[src/sv/rsd_pkg.sv]
`timescale 1ns / 1ps

package rsd_pkg;

  localparam int unsigned FRAME_BYTES = 64000;

  localparam int unsigned ADDR_W  = 16;
  localparam int unsigned COUNT_W = 14;
  localparam int unsigned LEN_W   = 15;

  // result queue
  localparam int unsigned QUEUE_DEPTH = 4;
  localparam int unsigned QPTR_W      = $clog2(QUEUE_DEPTH);
  localparam int unsigned QLVL_W      = $clog2(QUEUE_DEPTH + 1);

  localparam logic [7:0]  OP_LONG   = 8'h80;
  localparam logic [7:0]  OP_RUN    = 8'h00;
  localparam logic [15:0] WORD_STOP = 16'h0000;

  typedef enum logic [2:0] {
    PH_OPCODE,
    PH_WORD_LO,
    PH_WORD_HI,
    PH_RUN_LEN,
    PH_RUN_VAL,
    PH_COPY
  } phase_t;

  typedef enum logic [1:0] {
    KIND_FILL,
    KIND_DONE,
    KIND_EARLY,
    KIND_OVERFLOW
  } kind_t;

  typedef enum logic [3:0] {
    ACT_IDLE,
    ACT_TO_WORD_LO,
    ACT_SAVE_LO,
    ACT_TO_RUN_LEN,
    ACT_SET_RUN,
    ACT_SKIP,
    ACT_COPY_START,
    ACT_RUN,
    ACT_COPY_BYTE,
    ACT_TO_OPCODE,
    ACT_STOP
  } act_t;

  typedef struct packed {
    kind_t               kind;
    logic [ADDR_W-1:0]   address;
    logic [COUNT_W-1:0]  count;
    logic [7:0]          value;
  } result_t;

  typedef struct packed {
    logic [1:0] num;
    result_t    first;
    result_t    second;
  } push_t;

endpackage

[src/sv/rsd_parser.sv]
`timescale 1ns / 1ps

module rsd_parser (
  input  logic            clk,
  input  logic            rst,
  input  logic            advance,
  input  logic [7:0]      in_byte,
  input  logic            record_start,
  input  logic            record_end,
  output rsd_pkg::push_t  push
);

  rsd_pkg::phase_t                  phase, phase_next, phase_e;
  logic [rsd_pkg::ADDR_W-1:0]       addr, addr_next, addr_e;
  logic [rsd_pkg::COUNT_W-1:0]      pending, pending_next, pending_e;
  logic [7:0]                       lo, lo_next, lo_e;
  logic                             done, done_next, done_e, done_mid;

  rsd_pkg::act_t                    act;
  logic [rsd_pkg::LEN_W-1:0]        len;
  logic [15:0]                      word;
  logic [rsd_pkg::ADDR_W:0]         sum;
  logic                             fits;
  logic                             ovf;

  logic                             main_valid;
  logic                             early;
  rsd_pkg::result_t                 main_res;
  rsd_pkg::result_t                 early_res;

  // a record start clears the parser before the byte is looked at
  always_comb begin
    phase_e   = record_start ? rsd_pkg::PH_OPCODE : phase;
    addr_e    = record_start ? '0 : addr;
    pending_e = record_start ? '0 : pending;
    lo_e      = record_start ? '0 : lo;
    done_e    = record_start ? 1'b0 : done;
  end

  // decode
  always_comb begin
    act  = rsd_pkg::ACT_IDLE;
    len  = '0;
    word = {in_byte, lo_e};
    if (!done_e) begin
      case (phase_e)
        rsd_pkg::PH_OPCODE: begin
          if (in_byte == rsd_pkg::OP_LONG) begin
            act = rsd_pkg::ACT_TO_WORD_LO;
          end else if (in_byte[7]) begin
            act = rsd_pkg::ACT_SKIP;
            len = {8'b0, in_byte[6:0]};
          end else if (in_byte == rsd_pkg::OP_RUN) begin
            act = rsd_pkg::ACT_TO_RUN_LEN;
          end else begin
            act = rsd_pkg::ACT_COPY_START;
            len = {7'b0, in_byte};
          end
        end
        rsd_pkg::PH_WORD_LO: act = rsd_pkg::ACT_SAVE_LO;
        rsd_pkg::PH_WORD_HI: begin
          if (word == rsd_pkg::WORD_STOP) begin
            act = rsd_pkg::ACT_STOP;
          end else if (!word[15]) begin
            act = rsd_pkg::ACT_SKIP;
            len = word[14:0];
          end else if (word[14]) begin
            act = rsd_pkg::ACT_SET_RUN;
            len = {1'b0, word[13:0]};
          end else begin
            act = rsd_pkg::ACT_COPY_START;
            len = {1'b0, word[13:0]};
          end
        end
        rsd_pkg::PH_RUN_LEN: begin
          act = rsd_pkg::ACT_SET_RUN;
          len = {7'b0, in_byte};
        end
        rsd_pkg::PH_RUN_VAL: begin
          act = rsd_pkg::ACT_RUN;
          len = {1'b0, pending_e};
        end
        rsd_pkg::PH_COPY: begin
          if (pending_e == '0 ||
              addr_e >= rsd_pkg::ADDR_W'(rsd_pkg::FRAME_BYTES)) begin
            act = rsd_pkg::ACT_TO_OPCODE;
          end else begin
            act = rsd_pkg::ACT_COPY_BYTE;
          end
        end
        default: act = rsd_pkg::ACT_TO_OPCODE;
      endcase
    end
  end

  // one bounds check shared by skip, run and copy start
  always_comb begin
    sum  = {1'b0, addr_e} + {2'b0, len};
    fits = sum <= (rsd_pkg::ADDR_W + 1)'(rsd_pkg::FRAME_BYTES);
    ovf  = (act == rsd_pkg::ACT_SKIP || act == rsd_pkg::ACT_COPY_START ||
            act == rsd_pkg::ACT_RUN) && !fits;
  end

  // next state
  always_comb begin
    phase_next   = phase_e;
    addr_next    = addr_e;
    pending_next = pending_e;
    lo_next      = lo_e;
    done_mid     = done_e;
    if (ovf) begin
      done_mid   = 1'b1;
      phase_next = rsd_pkg::PH_OPCODE;
    end else begin
      case (act)
        rsd_pkg::ACT_TO_WORD_LO: phase_next = rsd_pkg::PH_WORD_LO;
        rsd_pkg::ACT_SAVE_LO: begin
          lo_next    = in_byte;
          phase_next = rsd_pkg::PH_WORD_HI;
        end
        rsd_pkg::ACT_TO_RUN_LEN: phase_next = rsd_pkg::PH_RUN_LEN;
        rsd_pkg::ACT_SET_RUN: begin
          pending_next = len[rsd_pkg::COUNT_W-1:0];
          phase_next   = rsd_pkg::PH_RUN_VAL;
        end
        rsd_pkg::ACT_SKIP: begin
          addr_next  = sum[rsd_pkg::ADDR_W-1:0];
          phase_next = rsd_pkg::PH_OPCODE;
        end
        rsd_pkg::ACT_COPY_START: begin
          pending_next = len[rsd_pkg::COUNT_W-1:0];
          phase_next   = (len != '0) ? rsd_pkg::PH_COPY : rsd_pkg::PH_OPCODE;
        end
        rsd_pkg::ACT_RUN: begin
          addr_next    = sum[rsd_pkg::ADDR_W-1:0];
          pending_next = '0;
          phase_next   = rsd_pkg::PH_OPCODE;
        end
        rsd_pkg::ACT_COPY_BYTE: begin
          addr_next    = addr_e + rsd_pkg::ADDR_W'(1);
          pending_next = pending_e - rsd_pkg::COUNT_W'(1);
          if (pending_e == rsd_pkg::COUNT_W'(1)) begin
            phase_next = rsd_pkg::PH_OPCODE;
          end
        end
        rsd_pkg::ACT_TO_OPCODE: begin
          pending_next = '0;
          phase_next   = rsd_pkg::PH_OPCODE;
        end
        rsd_pkg::ACT_STOP: begin
          done_mid   = 1'b1;
          phase_next = rsd_pkg::PH_OPCODE;
        end
        default: ;
      endcase
    end
    done_next = done_mid;
    // record ended without stop marker or error
    if (record_end && !done_mid) begin
      done_next  = 1'b1;
      phase_next = rsd_pkg::PH_OPCODE;
    end
  end

  // results
  always_comb begin
    main_valid       = 1'b0;
    main_res.kind    = rsd_pkg::KIND_FILL;
    main_res.address = addr_e;
    main_res.count   = '0;
    main_res.value   = '0;
    if (ovf) begin
      main_valid    = 1'b1;
      main_res.kind = rsd_pkg::KIND_OVERFLOW;
    end else if (act == rsd_pkg::ACT_STOP) begin
      main_valid    = 1'b1;
      main_res.kind = rsd_pkg::KIND_DONE;
    end else if (act == rsd_pkg::ACT_RUN && pending_e != '0) begin
      main_valid     = 1'b1;
      main_res.count = pending_e;
      main_res.value = in_byte;
    end else if (act == rsd_pkg::ACT_COPY_BYTE) begin
      main_valid     = 1'b1;
      main_res.count = rsd_pkg::COUNT_W'(1);
      main_res.value = in_byte;
    end

    early             = record_end && !done_mid;
    early_res.kind    = rsd_pkg::KIND_EARLY;
    early_res.address = addr_next;
    early_res.count   = '0;
    early_res.value   = '0;

    push.first  = main_valid ? main_res : early_res;
    push.second = early_res;
    push.num    = advance ? ({1'b0, main_valid} + {1'b0, early}) : 2'd0;
  end

  always_ff @(posedge clk) begin
    if (rst) begin
      phase   <= rsd_pkg::PH_OPCODE;
      addr    <= '0;
      pending <= '0;
      lo      <= '0;
      done    <= 1'b0;
    end else if (advance) begin
      phase   <= phase_next;
      addr    <= addr_next;
      pending <= pending_next;
      lo      <= lo_next;
      done    <= done_next;
    end
  end

endmodule

[src/sv/rsd_queue.sv]
`timescale 1ns / 1ps

module rsd_queue (
  input  logic              clk,
  input  logic              rst,
  input  rsd_pkg::push_t    push,
  input  logic              out_stall,
  output logic              room,
  output logic              out_valid,
  output rsd_pkg::result_t  head
);

  rsd_pkg::result_t                 mem [rsd_pkg::QUEUE_DEPTH];
  logic [rsd_pkg::QPTR_W-1:0]       wr_ptr, rd_ptr;
  logic [rsd_pkg::QLVL_W-1:0]       level, level_next;
  logic                             pop;

  assign out_valid = level != '0;
  assign head      = mem[rd_ptr];
  assign pop       = out_valid && !out_stall;
  // two free slots so a byte that yields two results never blocks
  assign room      = level <= rsd_pkg::QLVL_W'(rsd_pkg::QUEUE_DEPTH - 2);

  assign level_next = level + rsd_pkg::QLVL_W'(push.num) - rsd_pkg::QLVL_W'(pop);

  always_ff @(posedge clk) begin
    if (push.num != 2'd0) begin
      mem[wr_ptr] <= push.first;
    end
    if (push.num == 2'd2) begin
      mem[wr_ptr + rsd_pkg::QPTR_W'(1)] <= push.second;
    end
  end

  always_ff @(posedge clk) begin
    if (rst) begin
      wr_ptr <= '0;
      rd_ptr <= '0;
      level  <= '0;
    end else begin
      wr_ptr <= wr_ptr + rsd_pkg::QPTR_W'(push.num);
      rd_ptr <= rd_ptr + rsd_pkg::QPTR_W'(pop);
      level  <= level_next;
    end
  end

endmodule

[src/sv/run_skip_dump_frame_decoder_top.sv]
`timescale 1ns / 1ps

// Run/skip/dump frame record decoder. One compressed byte enters per input
// transaction (in_byte, record_start, record_end on in_valid/in_stall) and
// frame-store commands leave one per output transaction (kind, address,
// count, value on out_valid/out_stall): fills, frame done, early record end
// and frame overflow.
// A byte taken is held in an input register and parsed from there; its
// results are written into the result queue, so with an empty queue
// out_valid rises once the byte has passed the input register and the
// queue write.
// Throughput is one byte per cycle while each byte gives at most one result
// and the receiver takes it; a byte that gives two (a fill plus the early
// end flag) puts both into the queue. A four-entry result queue sits
// between parser and output, and the parser takes a byte only while two
// entries are free.
// When the receiver stalls, results stay queued and unchanged; with fewer than
// two free entries in_stall rises while a byte is held and that byte waits.
// Reset clears the parser to wait for an opcode at address zero and empties
// the queue; no transaction is lost across a stall.

module run_skip_dump_frame_decoder_top (
  input  logic         clk,
  input  logic         rst,
  input  logic         in_valid,
  output logic         in_stall,
  input  logic [7:0]   in_byte,
  input  logic         record_start,
  input  logic         record_end,
  output logic         out_valid,
  input  logic         out_stall,
  output logic [1:0]   kind,
  output logic [15:0]  address,
  output logic [13:0]  count,
  output logic [7:0]   value
);

  logic              hold_valid;
  logic [7:0]        byte_q;
  logic              start_q;
  logic              end_q;
  logic              room;
  logic              advance;
  logic              accept;
  rsd_pkg::push_t    push;
  rsd_pkg::result_t  head;

  assign advance  = hold_valid && room;
  assign in_stall = hold_valid && !room;
  assign accept   = in_valid && !in_stall;

  always_ff @(posedge clk) begin
    if (rst) begin
      hold_valid <= 1'b0;
    end else if (accept) begin
      hold_valid <= 1'b1;
    end else if (advance) begin
      hold_valid <= 1'b0;
    end
  end

  always_ff @(posedge clk) begin
    if (accept) begin
      byte_q  <= in_byte;
      start_q <= record_start;
      end_q   <= record_end;
    end
  end

  rsd_parser u_parser (
    .clk          (clk),
    .rst          (rst),
    .advance      (advance),
    .in_byte      (byte_q),
    .record_start (start_q),
    .record_end   (end_q),
    .push         (push)
  );

  rsd_queue u_queue (
    .clk       (clk),
    .rst       (rst),
    .push      (push),
    .out_stall (out_stall),
    .room      (room),
    .out_valid (out_valid),
    .head      (head)
  );

  assign kind    = head.kind;
  assign address = head.address;
  assign count   = head.count;
  assign value   = head.value;

endmodule

[config.mk]
export PLATFORM = sky130hd
export DESIGN_NAME = run_skip_dump_frame_decoder_top
export DESIGN_NICKNAME = d
export VERILOG_FILES = /design/src/sv/rsd_pkg.sv /design/src/sv/rsd_parser.sv /design/src/sv/rsd_queue.sv /design/src/sv/run_skip_dump_frame_decoder_top.sv
export SDC_FILE = /design/constraint.sdc
export NUM_CORES = 1
export LEC_CHECK = 0
export BUFFER_PORTS_ARGS = -buffer_cell sky130_fd_sc_hd__buf_2
export CAP_MARGIN = 25
export CORE_ASPECT_RATIO = 1.25
export CORE_MARGIN = 4
export CORE_UTILIZATION = 24
export CTS_BUF_LIST = sky130_fd_sc_hd__clkbuf_8
export DETAILED_ROUTE_END_ITERATION = 6
export SETUP_SLACK_MARGIN = 0.02
export SLEW_MARGIN = 10
export SYNTH_ARGS = -nofsm -noshare
export SYNTH_HDL_FRONTEND = slang
export SYNTH_HIERARCHICAL = 1
export SYNTH_SLANG_ARGS = --single-unit
[constraint.sdc]
create_clock -name clk -period 21.3 [get_ports clk]
set_clock_uncertainty 0.2 [all_clocks]
set_input_delay 4.26 -clock clk [delete_from_list [all_inputs] [get_ports clk]]
set_output_delay 4.26 -clock clk [all_outputs]
set_load 0.02 [all_outputs]
# Yosys cells after proc, flatten, opt, wreduce, memory -nomap -nowiden
# Memory sizes are Yosys's and may differ from the RTL's. A register that Yosys moved wholly into a read port is not among the register bits.
# Index checks and enable logic that the tools add are counted.
[classes]
addsub = 9
n_lt_le_gt_ge = 3
n_eq_ne = 18
mux = 54
n_reduce_logical = 28
[op_table]
columns = ["cell", "n"]
rows = [
  ["2-to-1 mux 15 bit", 5],
  ["2-to-1 mux 22 bit", 3],
  ["case mux 15 bit (4 select lines)", 1],
  ["case mux 14 bit (3 select lines)", 1],
  ["2-to-1 mux 40 bit", 1],
  ["2-to-1 mux 16 bit", 2],
  ["case mux 16 bit (2 select lines)", 1],
  ["2-to-1 mux 14 bit", 2],
  ["2-to-1 mux 8 bit", 3],
  ["case mux 4 bit (6 select lines)", 1],
  ["case mux 3 bit (7 select lines)", 1],
  ["2-to-1 mux 4 bit", 5],
  ["2-to-1 mux 3 bit", 6],
  ["adder 16 x 15 -> 17 bit", 1],
  ["<= comparator 17 x 16 -> 1 bit, second input constant", 1],
  ["adder 16 x 1 -> 16 bit, second input constant", 1],
  ["== test 4 x 3 -> 1 bit, second input constant", 4],
  [">= comparator 16 bit, second input constant", 1],
  ["logical NOT 16 bit", 1],
  ["2-to-1 mux 1 bit", 16],
  ["nonzero test 15 bit", 1],
  ["== test 14 x 1 -> 1 bit, second input constant", 1],
  ["logical NOT 14 bit", 1],
  ["nonzero test 14 bit", 1],
  ["28 further kinds", 51],
]
[word_totals]
memories = 1
mem_bits_rw = 160
register_bits = 60
out_inout_bits = 42
elab_cells = 125
inputBits = 14
[memory_table]
columns = ["memory", "depth", "word_bits", "read_ports", "rd_clocked_by_memory_dff", "write_ports", "line", "text"]
rows = [
  ["u_queue.mem", 4, 40, 1, 1, 2, "rsd_queue.sv:13", "rsd_pkg::result_t mem [rsd_pkg::QUEUE_DEPTH];"],
]

# Logic depth before layout (Yosys ltp)
# Gate-level depths: netlist of the first run.
[logic_depth]
ltp_word = 18
depth_mapped = 27
mapped_depth_nobuf = 24

# Modules after synthesis
# The synthesis of the first run kept the hierarchy.
[modules_own_cells]
columns = ["module", "cells_each", "area_per_inst_um2", "instances"]
rows = [
  ["rsd_queue", 437, 8094.0, 1],
  ["rsd_parser", 810, 5489.0, 1],
  ["run_skip_dump_frame_decoder_top", 15, 356.6, 1],
]

# Worst setup path after synthesis of the first run
# No wires, ideal clock.
[synth_path]
path_type = "register -> register"
start = "reg start_q"
end = "mem u_queue/mem[3][0] in the netlist's numbering, enable pin"
required_ns = 20.658
setup_slack_ns = 13.683
synth_period_minus_slack_ns = 7.617
stages_incl_launch_ff = 25
t_arrival_ns = 6.975
setup_ns = 0.442
n_path_buf = 4
cell_sequence = "edfxtp_1 > clkbuf_1 > a21oi_1 > o21a_1 > clkbuf_1 > a21oi_1 > nor3_1 > ha_1 > clkbuf_1 > and3_1 > and2_1 > and3_1 > o41ai_1 > a21bo_2 > a21oi_1 > nand4b_2 > o31a_1 > buf_2 > nand2_1 > nor2_1 > ha_1 > and2_1 > nor2b_1 > a21oi_1 > nor2b_1"
[synth_lines]
columns = ["item", "line", "text"]
rows = [
  ["start: declaration", "run_skip_dump_frame_decoder_top.sv:40", "logic start_q;"],
  ["start signal: assignment", "run_skip_dump_frame_decoder_top.sv:65", "start_q <= record_start;"],
  ["end: declaration", "rsd_queue.sv:13", ""],
]

==> impl_metrics.tcl, run 1 <==
set metrics [dict create \
    critPathMaxFanout 41 \
    rsz0062_at_grt "no" \
    grt_antenna_before_repair 2 \
    cp-start-kind "flop" \
    ys_seq_elements 220 \
    clock_path_buffers 3 \
    chipWidth_um 224 \
    min_path_type "reg -> reg" \
    min_from "u_parser/addr[0]$_SDFFE_PP0P_" \
    setup_viol 0 \
    cts_setup_buffers 0 \
    placedCellCount 2006 \
    cts_buffers 37 \
    period_needed_ns 8.61 \
    synth_top_area_share 0.366 \
    whs_endpoint "u_parser/addr[0]$_SDFFE_PP0P_" \
    cts.sinks 220 \
    portBuffers 55 \
    worstSkewPairLatency_ns 0.57 \
    r2r_slack_ns 12.69 \
    via_per_inst 5.18 \
    drt_iter0_drc 1171 \
    p_per_area_nw_per_um2 77.0 \
    seqCellArea_sq_um 6110 \
    area_growth_pct 12.0 \
    holdWs_ns 0.301 \
    place.detailed.hpwl_mm 28.9 \
    fillers 6061 \
    seq_area_frac_synth 0.438 \
    reg2reg_to "u_queue/mem[3][15]$_DFFE_PP_" \
    synth_commonest_cells "edfxtp_1, mux2_2, nor2_1" \
    utilization 0.272 \
    end_kind "flop" \
    status "finished clean" \
    hold_violations 0 \
    syn_area_per_cell_sq_um 11.0 \
    yosys.area.top_type "edfxtp_1" \
    slew_viol_final 0 \
    synth_edf_count 170 \
    die_area_sq_um 62000 \
    arrival_ns 8.69 \
    instances_no_fill 2078 \
    worstMarginPinSlew_ns 1.05 \
    grt_pass1_wl_mm 64.6 \
    via_count 10800 \
    synth_most_common_cell "edfxtp_1" \
    cts.hold.buffers_added 0 \
    netlist_top_cells_area "edfxtp_1, mux2_2, dfxtp_1, mux4_2, mux2_1" \
    worstReg2RegStart "start_q$_DFFE_PP_" \
    grt.total_usage 0.130 \
    dieHeight_um 277 \
    grt_max_degree 48 \
    wl_per_cell_um 20.1 \
    fin_nets 1336 \
    vdd_drop_max_mv 0.0533 \
    multiInputGateArea_sq_um 7290 \
    cts_resized 0 \
    max_cap_viol_count 0 \
    reg2reg_depth 21 \
    place.gp.congestion 0.892 \
    cts_root_buf "clkbuf_8" \
    initial_core_util 0.243 \
    rows 98 \
    power_uw 1200 \
    critPathKind "reg -> reg" \
    setup_tns_ns 0 \
    syn_area_sq_um 13900 \
    synth_flop_cell "edfxtp_1" \
    route.detailed.drc 0 \
    core_sq_um 57400 \
    path_clk_slew_ns 0.06 \
    tritoncts "yes" \
    required_ns 21.38 \
    yosys_warnings 6 \
    grt_pass1_vias 10700 \
    htree_levels 2 \
    syn-instance-count 1262 \
    p_leak_uw 0.00560 \
    holdPathStages 2 \
    post-route-period-util 0.404 \
    wl_mm 41.8 \
    final_antenna_net_count 0 \
    dr.pass1.iters 5 \
    ios 56 \
    grt-ovfl-total 0 \
    yosysUniqueCellTypes 89 \
    fmax_mhz 116 \
    relSlewSlack 0.297 \
    synthArstFlopShare 0 \
    drive_above_1_share 0.236 \
]
## power by group
group          internal [uW]  switching (uW)  total (uW)
combinational            126             205         331
clock                    184             179         363
sequential               490            17.6         508
## sequential cells by signal (all words and copies together) (netlist names)
name and cells:
u_queue/wr_ptr 2, u_parser/addr 16, byte_q 8, u_queue/rd_ptr 2, u_parser/phase 3, start_q 1, u_parser/pending 14, u_queue/level 3
u_parser/lo 8, u_parser/done 1, end_q 1, hold_valid 1, u_queue/mem 160
## cell usage in the layout, fill, tap and decap left out, types with 23 or more instances in the layout
| cell | count |
|---|---|
| edfxtp_1 | 170 |
| mux2_2 | 113 |
| nor2_1 | 90 |
| nand2_1 | 81 |
| a21oi_1 | 61 |
| buf_2 | 55 |
| o21ai_0 | 49 |
| dfxtp_1 | 48 |
| mux2_1 | 48 |
| inv_1 | 41 |
| mux4_2 | 40 |
| clkbuf_8 | 39 |
| nand3_1 | 32 |
| o22ai_1 | 26 |
| conb_1 | 24 |
| nor3_1 | 23 |
| ha_1 | 23 |
## per-stage QoR
stage / cell area, sq um / setup WS (ns)
floorplan: 14000 / 13.68
global route: 15600 / 12.23
detailed placement: 14900 / 12.61
finish: 15600 / 12.69
CTS: 15600 / 12.54
global placement: 14900 / 12.67
## final cells by class
| class | instances | share of cell area |
|---|---|---|
| inverter | 29 | 0.00698 |
| antenna | 1 | 0.000160 |
| clock buffer | 39 | 0.0344 |
| clock inverter | 29 | 0.0104 |
| tap | 750 | 0.0601 |
| multi-input combinational | 932 | 0.467 |
| timing repair buffer | 78 | 0.0292 |
| sequential | 220 | 0.391 |
## per-layer routing
| metal | GRT usage | wire length, um |
|---|---|---|
| met3 | 0.0182 | 2030 |
| met4 | 0.0534 | 1610 |
| met1 | 0.164 | 17800 |
| met5 | 0 | 15 |
| met2 | 0.223 | 20400 |
## logic make-up after synthesis
family                     Yosys count  synth area share
AOI/OAI and AO/OA                  302             0.148
xor gates and xnor gates            19            0.0119
adders and majority gates           24            0.0221
buffers and inverters              132            0.0477
DFF                                220             0.438
muxes                              206             0.199
other                                2          0.000539
and+or+nand+nor                    357             0.133
## worst max-delay path by stage
stage	start	endpoint	slack, ns	cells past startpoint
2_1_floorplan	start_q$_DFFE_PP_	u_queue/mem[3][0]$_DFFE_PP_	13.68	24
3_3_place_gp	u_parser/phase[2]$_SDFFE_PP0P_	u_queue/mem[1][5]$_DFFE_PP_	12.67	19
3_5_place_dp	start_q$_DFFE_PP_	u_queue/mem[1][4]$_DFFE_PP_	12.61	20
4_1_cts	u_parser/phase[2]$_SDFFE_PP0P_	u_queue/mem[1][17]$_DFFE_PP_	12.54	19
5_1_grt	start_q$_DFFE_PP_	u_queue/mem[3][18]$_DFFE_PP_	12.23	21
6_report	start_q$_DFFE_PP_	u_queue/mem[3][15]$_DFFE_PP_	12.69	21
## critical path, cell delays in order (launching register included)
cell,delay (ns)
edfxtp_1,0.35
buf_4,0.28
inv_2,0.61
o31ai_1,0.35
a222oi_1,0.41
nor2_1,0.17
ha_1,0.50
a21o_1,0.25
a2111oi_0,0.58
nand2_1,0.18
o31ai_1,0.31
nor2_1,0.13
o211ai_1,0.40
o31a_1,0.17
buf_4,0.36
nand2_1,0.50
ha_1,0.46
and2_1,0.25
nand2b_1,0.31
nor2_4,0.62
buf_4,0.47
mux2_1,0.37
Note: power is estimated with default switching activity, not from simulation.
==> run 2: changes to the inputs <==
clock period = 8.1 ns   (was 21.3 ns; I/O delays follow)
==> run 2 against run 1 <==
Power rose to 2.6 times the previous value. Clock power increased by 150%. Global-route usage fell by 0.41 points. Core utilization is essentially flat. Via count shrank 0.86%. Setup slack lost 12 ns. Largest power group unchanged.
==> impl_metrics.tcl, run 2 (synthesis gave the netlist of run 1 again) <==
set metrics [dict create \
    status "finished clean" \
    grt.total_usage 0.126 \
    grt_pass1_wl_mm 63.0 \
    post-route-period-util 0.911 \
    max_cap_viol_count 0 \
    top_regs "u_queue/mem: 160 flops, u_parser/addr: 16 flops, u_parser/pending: 14 flops" \
    grt_antenna_before_repair 2 \
    reg2reg_depth 22 \
    slew_viol_final 0 \
    wl_mm 40.2 \
    portBuffers 55 \
    die_area_sq_um 62000 \
    fmax_mhz 136 \
    drive_above_1_share 0.237 \
    setup_viol 0 \
    arrival_ns 7.47 \
    area_growth_pct 12.1 \
    p_per_area_nw_per_um2 198 \
    grt_max_degree 48 \
    vdd_drop_max_mv 0.0782 \
    cts_setup_buffers 0 \
    worstSkewPairLatency_ns 0.58 \
    largest_reg_flops 160 \
    drt_iter0_drc 1177 \
    cp-start-kind "flop" \
    cts.hold.buffers_added 0 \
    regMostFlops "u_queue/mem" \
    htree_levels 2 \
    final_cell_mix "edfxtp_1, mux2_2, nor2_1" \
    path_depth 22 \
    worstMarginPinSlew_ns 1.08 \
    worst-path-buf-inv 1 \
    critPathKind "reg -> reg" \
    end_kind "flop" \
    cp_slowest_cell "edfxtp_1" \
    final_area_sq_um 15600 \
    min_path_type "reg -> reg" \
    dr.pass1.iters 7 \
    dieHeight_um 277 \
    cts_buffers 34 \
    pre_cts_ws_ns 0.876 \
    setup_tns_ns 0 \
    clock_path_buffers 3 \
    cp_cell_sequence "nor4_1 > nand3b_1 > o21a_1 > a222oi_1 > nor2_1 > ha_1 > and3_1 > and2_1 > and3_1 > o41ai_1 > a21bo_2 > a21oi_1 > nand4b_2 > o31a_1 > nand2_1 > nor2_1 > ha_1 > and2_1 > nand2b_1 > nor3_4 > buf_4 > mux2_2" \
    cts.sinks 220 \
    path_clk_slew_ns 0.06 \
    fin_nets 1342 \
    rows 98 \
    grt-ovfl-total 0 \
    chipWidth_um 224 \
    power_uw 3090 \
    period_needed_ns 7.38 \
    required_ns 8.19 \
    final_antenna_net_count 0 \
    fillers 5987 \
    initial_core_util 0.243 \
    fin_ws_ns 0.723 \
    cp_top_family "simple AND/OR/NAND/NOR gates" \
    holdPathStages 2 \
    tritoncts "yes" \
    via_per_inst 5.14 \
    multiInputGateArea_sq_um 7290 \
    wl_per_cell_um 19.4 \
    postPlaceCellArea_sq_um 15000 \
    place.detailed.hpwl_mm 28.1 \
    rsz0062_at_grt "no" \
    mostFrequentLayoutCell "edfxtp_1" \
    cts_root_buf "clkbuf_8" \
    worst_path_largest_cell_delay_ns 0.53 \
    core_sq_um 57400 \
    hold_violations 0 \
    grt_pass1_vias 10800 \
    critPathMaxFanout 22 \
    cts_resized 0 \
    place.gp.congestion 0.913 \
    relSlewSlack 0.280 \
    ios 56 \
    route.detailed.drc 0 \
    p_leak_uw 0.00562 \
    utilization 0.272 \
    via_count 10700 \
    seqCellArea_sq_um 6110 \
]
## run 2: cell types whose count changed in the layout (fill, tap and decap cells not counted), sizes merged
cell	change
clkinvlp	-2
inv	+2
clkbuf	-4
clkinv	-6
buf	+10
## run 2: cell type report
| type | instances | share of cell area |
|---|---|---|
| Multi-Input combinational cell | 932 | 0.467 |
| Clock buffer | 36 | 0.0317 |
| Sequential cell | 220 | 0.391 |
| Inverter | 29 | 0.00697 |
| Tap cell | 750 | 0.0601 |
| Antenna cell | 1 | 0.000160 |
| Timing Repair Buffer | 87 | 0.0346 |
| Clock inverter | 23 | 0.00881 |
## run 2: metal layers
| metal | global-route usage | wire [um] | vias to the layer above |
|---|---|---|---|
| met1 | 0.152 | 16200 | 5256 |
| met4 | 0.0519 | 1420 | 2 |
| met3 | 0.0171 | 2080 | 88 |
| li1 | - | - | 4922 |
| met5 | 0 | 13 | - |
| met2 | 0.224 | 20500 | 405 |
## run 2: worst register-to-register path: stages (launching register included)
cell and delay, ns:
edfxtp_1 0.53, nor4_1 0.40, nand3b_1 0.28, o21a_1 0.36
a222oi_1 0.41, nor2_1 0.21, ha_1 0.43, and3_1 0.26
and2_1 0.19, and3_1 0.20, o41ai_1 0.43, a21bo_2 0.29
a21oi_1 0.18, nand4b_2 0.20, o31a_1 0.38, nand2_1 0.28
nor2_1 0.10, ha_1 0.30, and2_1 0.25, nand2b_1 0.31
nor3_4 0.18, buf_4 0.36, mux2_2 0.40
## run 2: report_power, final
group	internal (uW)	switching (uW)	total, uW
registers	1290	45.6	1330
logic	333	525	858
clock network	448	450	898
## run 2: worst paths after layout
| kind | start | slack [ns] | end |
|---|---|---|---|
| worst max register to register | byte_q[2]$_DFFE_PP_ | 0.72 | u_queue/mem[1][12]$_DFFE_PP_ |
| worst max-delay path | byte_q[2]$_DFFE_PP_ | 0.72 | u_queue/mem[1][12]$_DFFE_PP_ |
| worst min-delay path | u_parser/addr[15]$_SDFFE_PP0P_ | 0.30 | u_parser/addr[15]$_SDFFE_PP0P_ |
| worst min register to register | u_parser/addr[15]$_SDFFE_PP0P_ | 0.30 | u_parser/addr[15]$_SDFFE_PP0P_ |
## run 2: through the flow
step / instances / hold slack, ns
floorplan: 1284 / 0.258
global placement: 2017 / 0.279
detailed placement: 2017 / 0.283
CTS: 2076 / 0.304
global route: 2078 / 0.341
finish: 2078 / 0.302
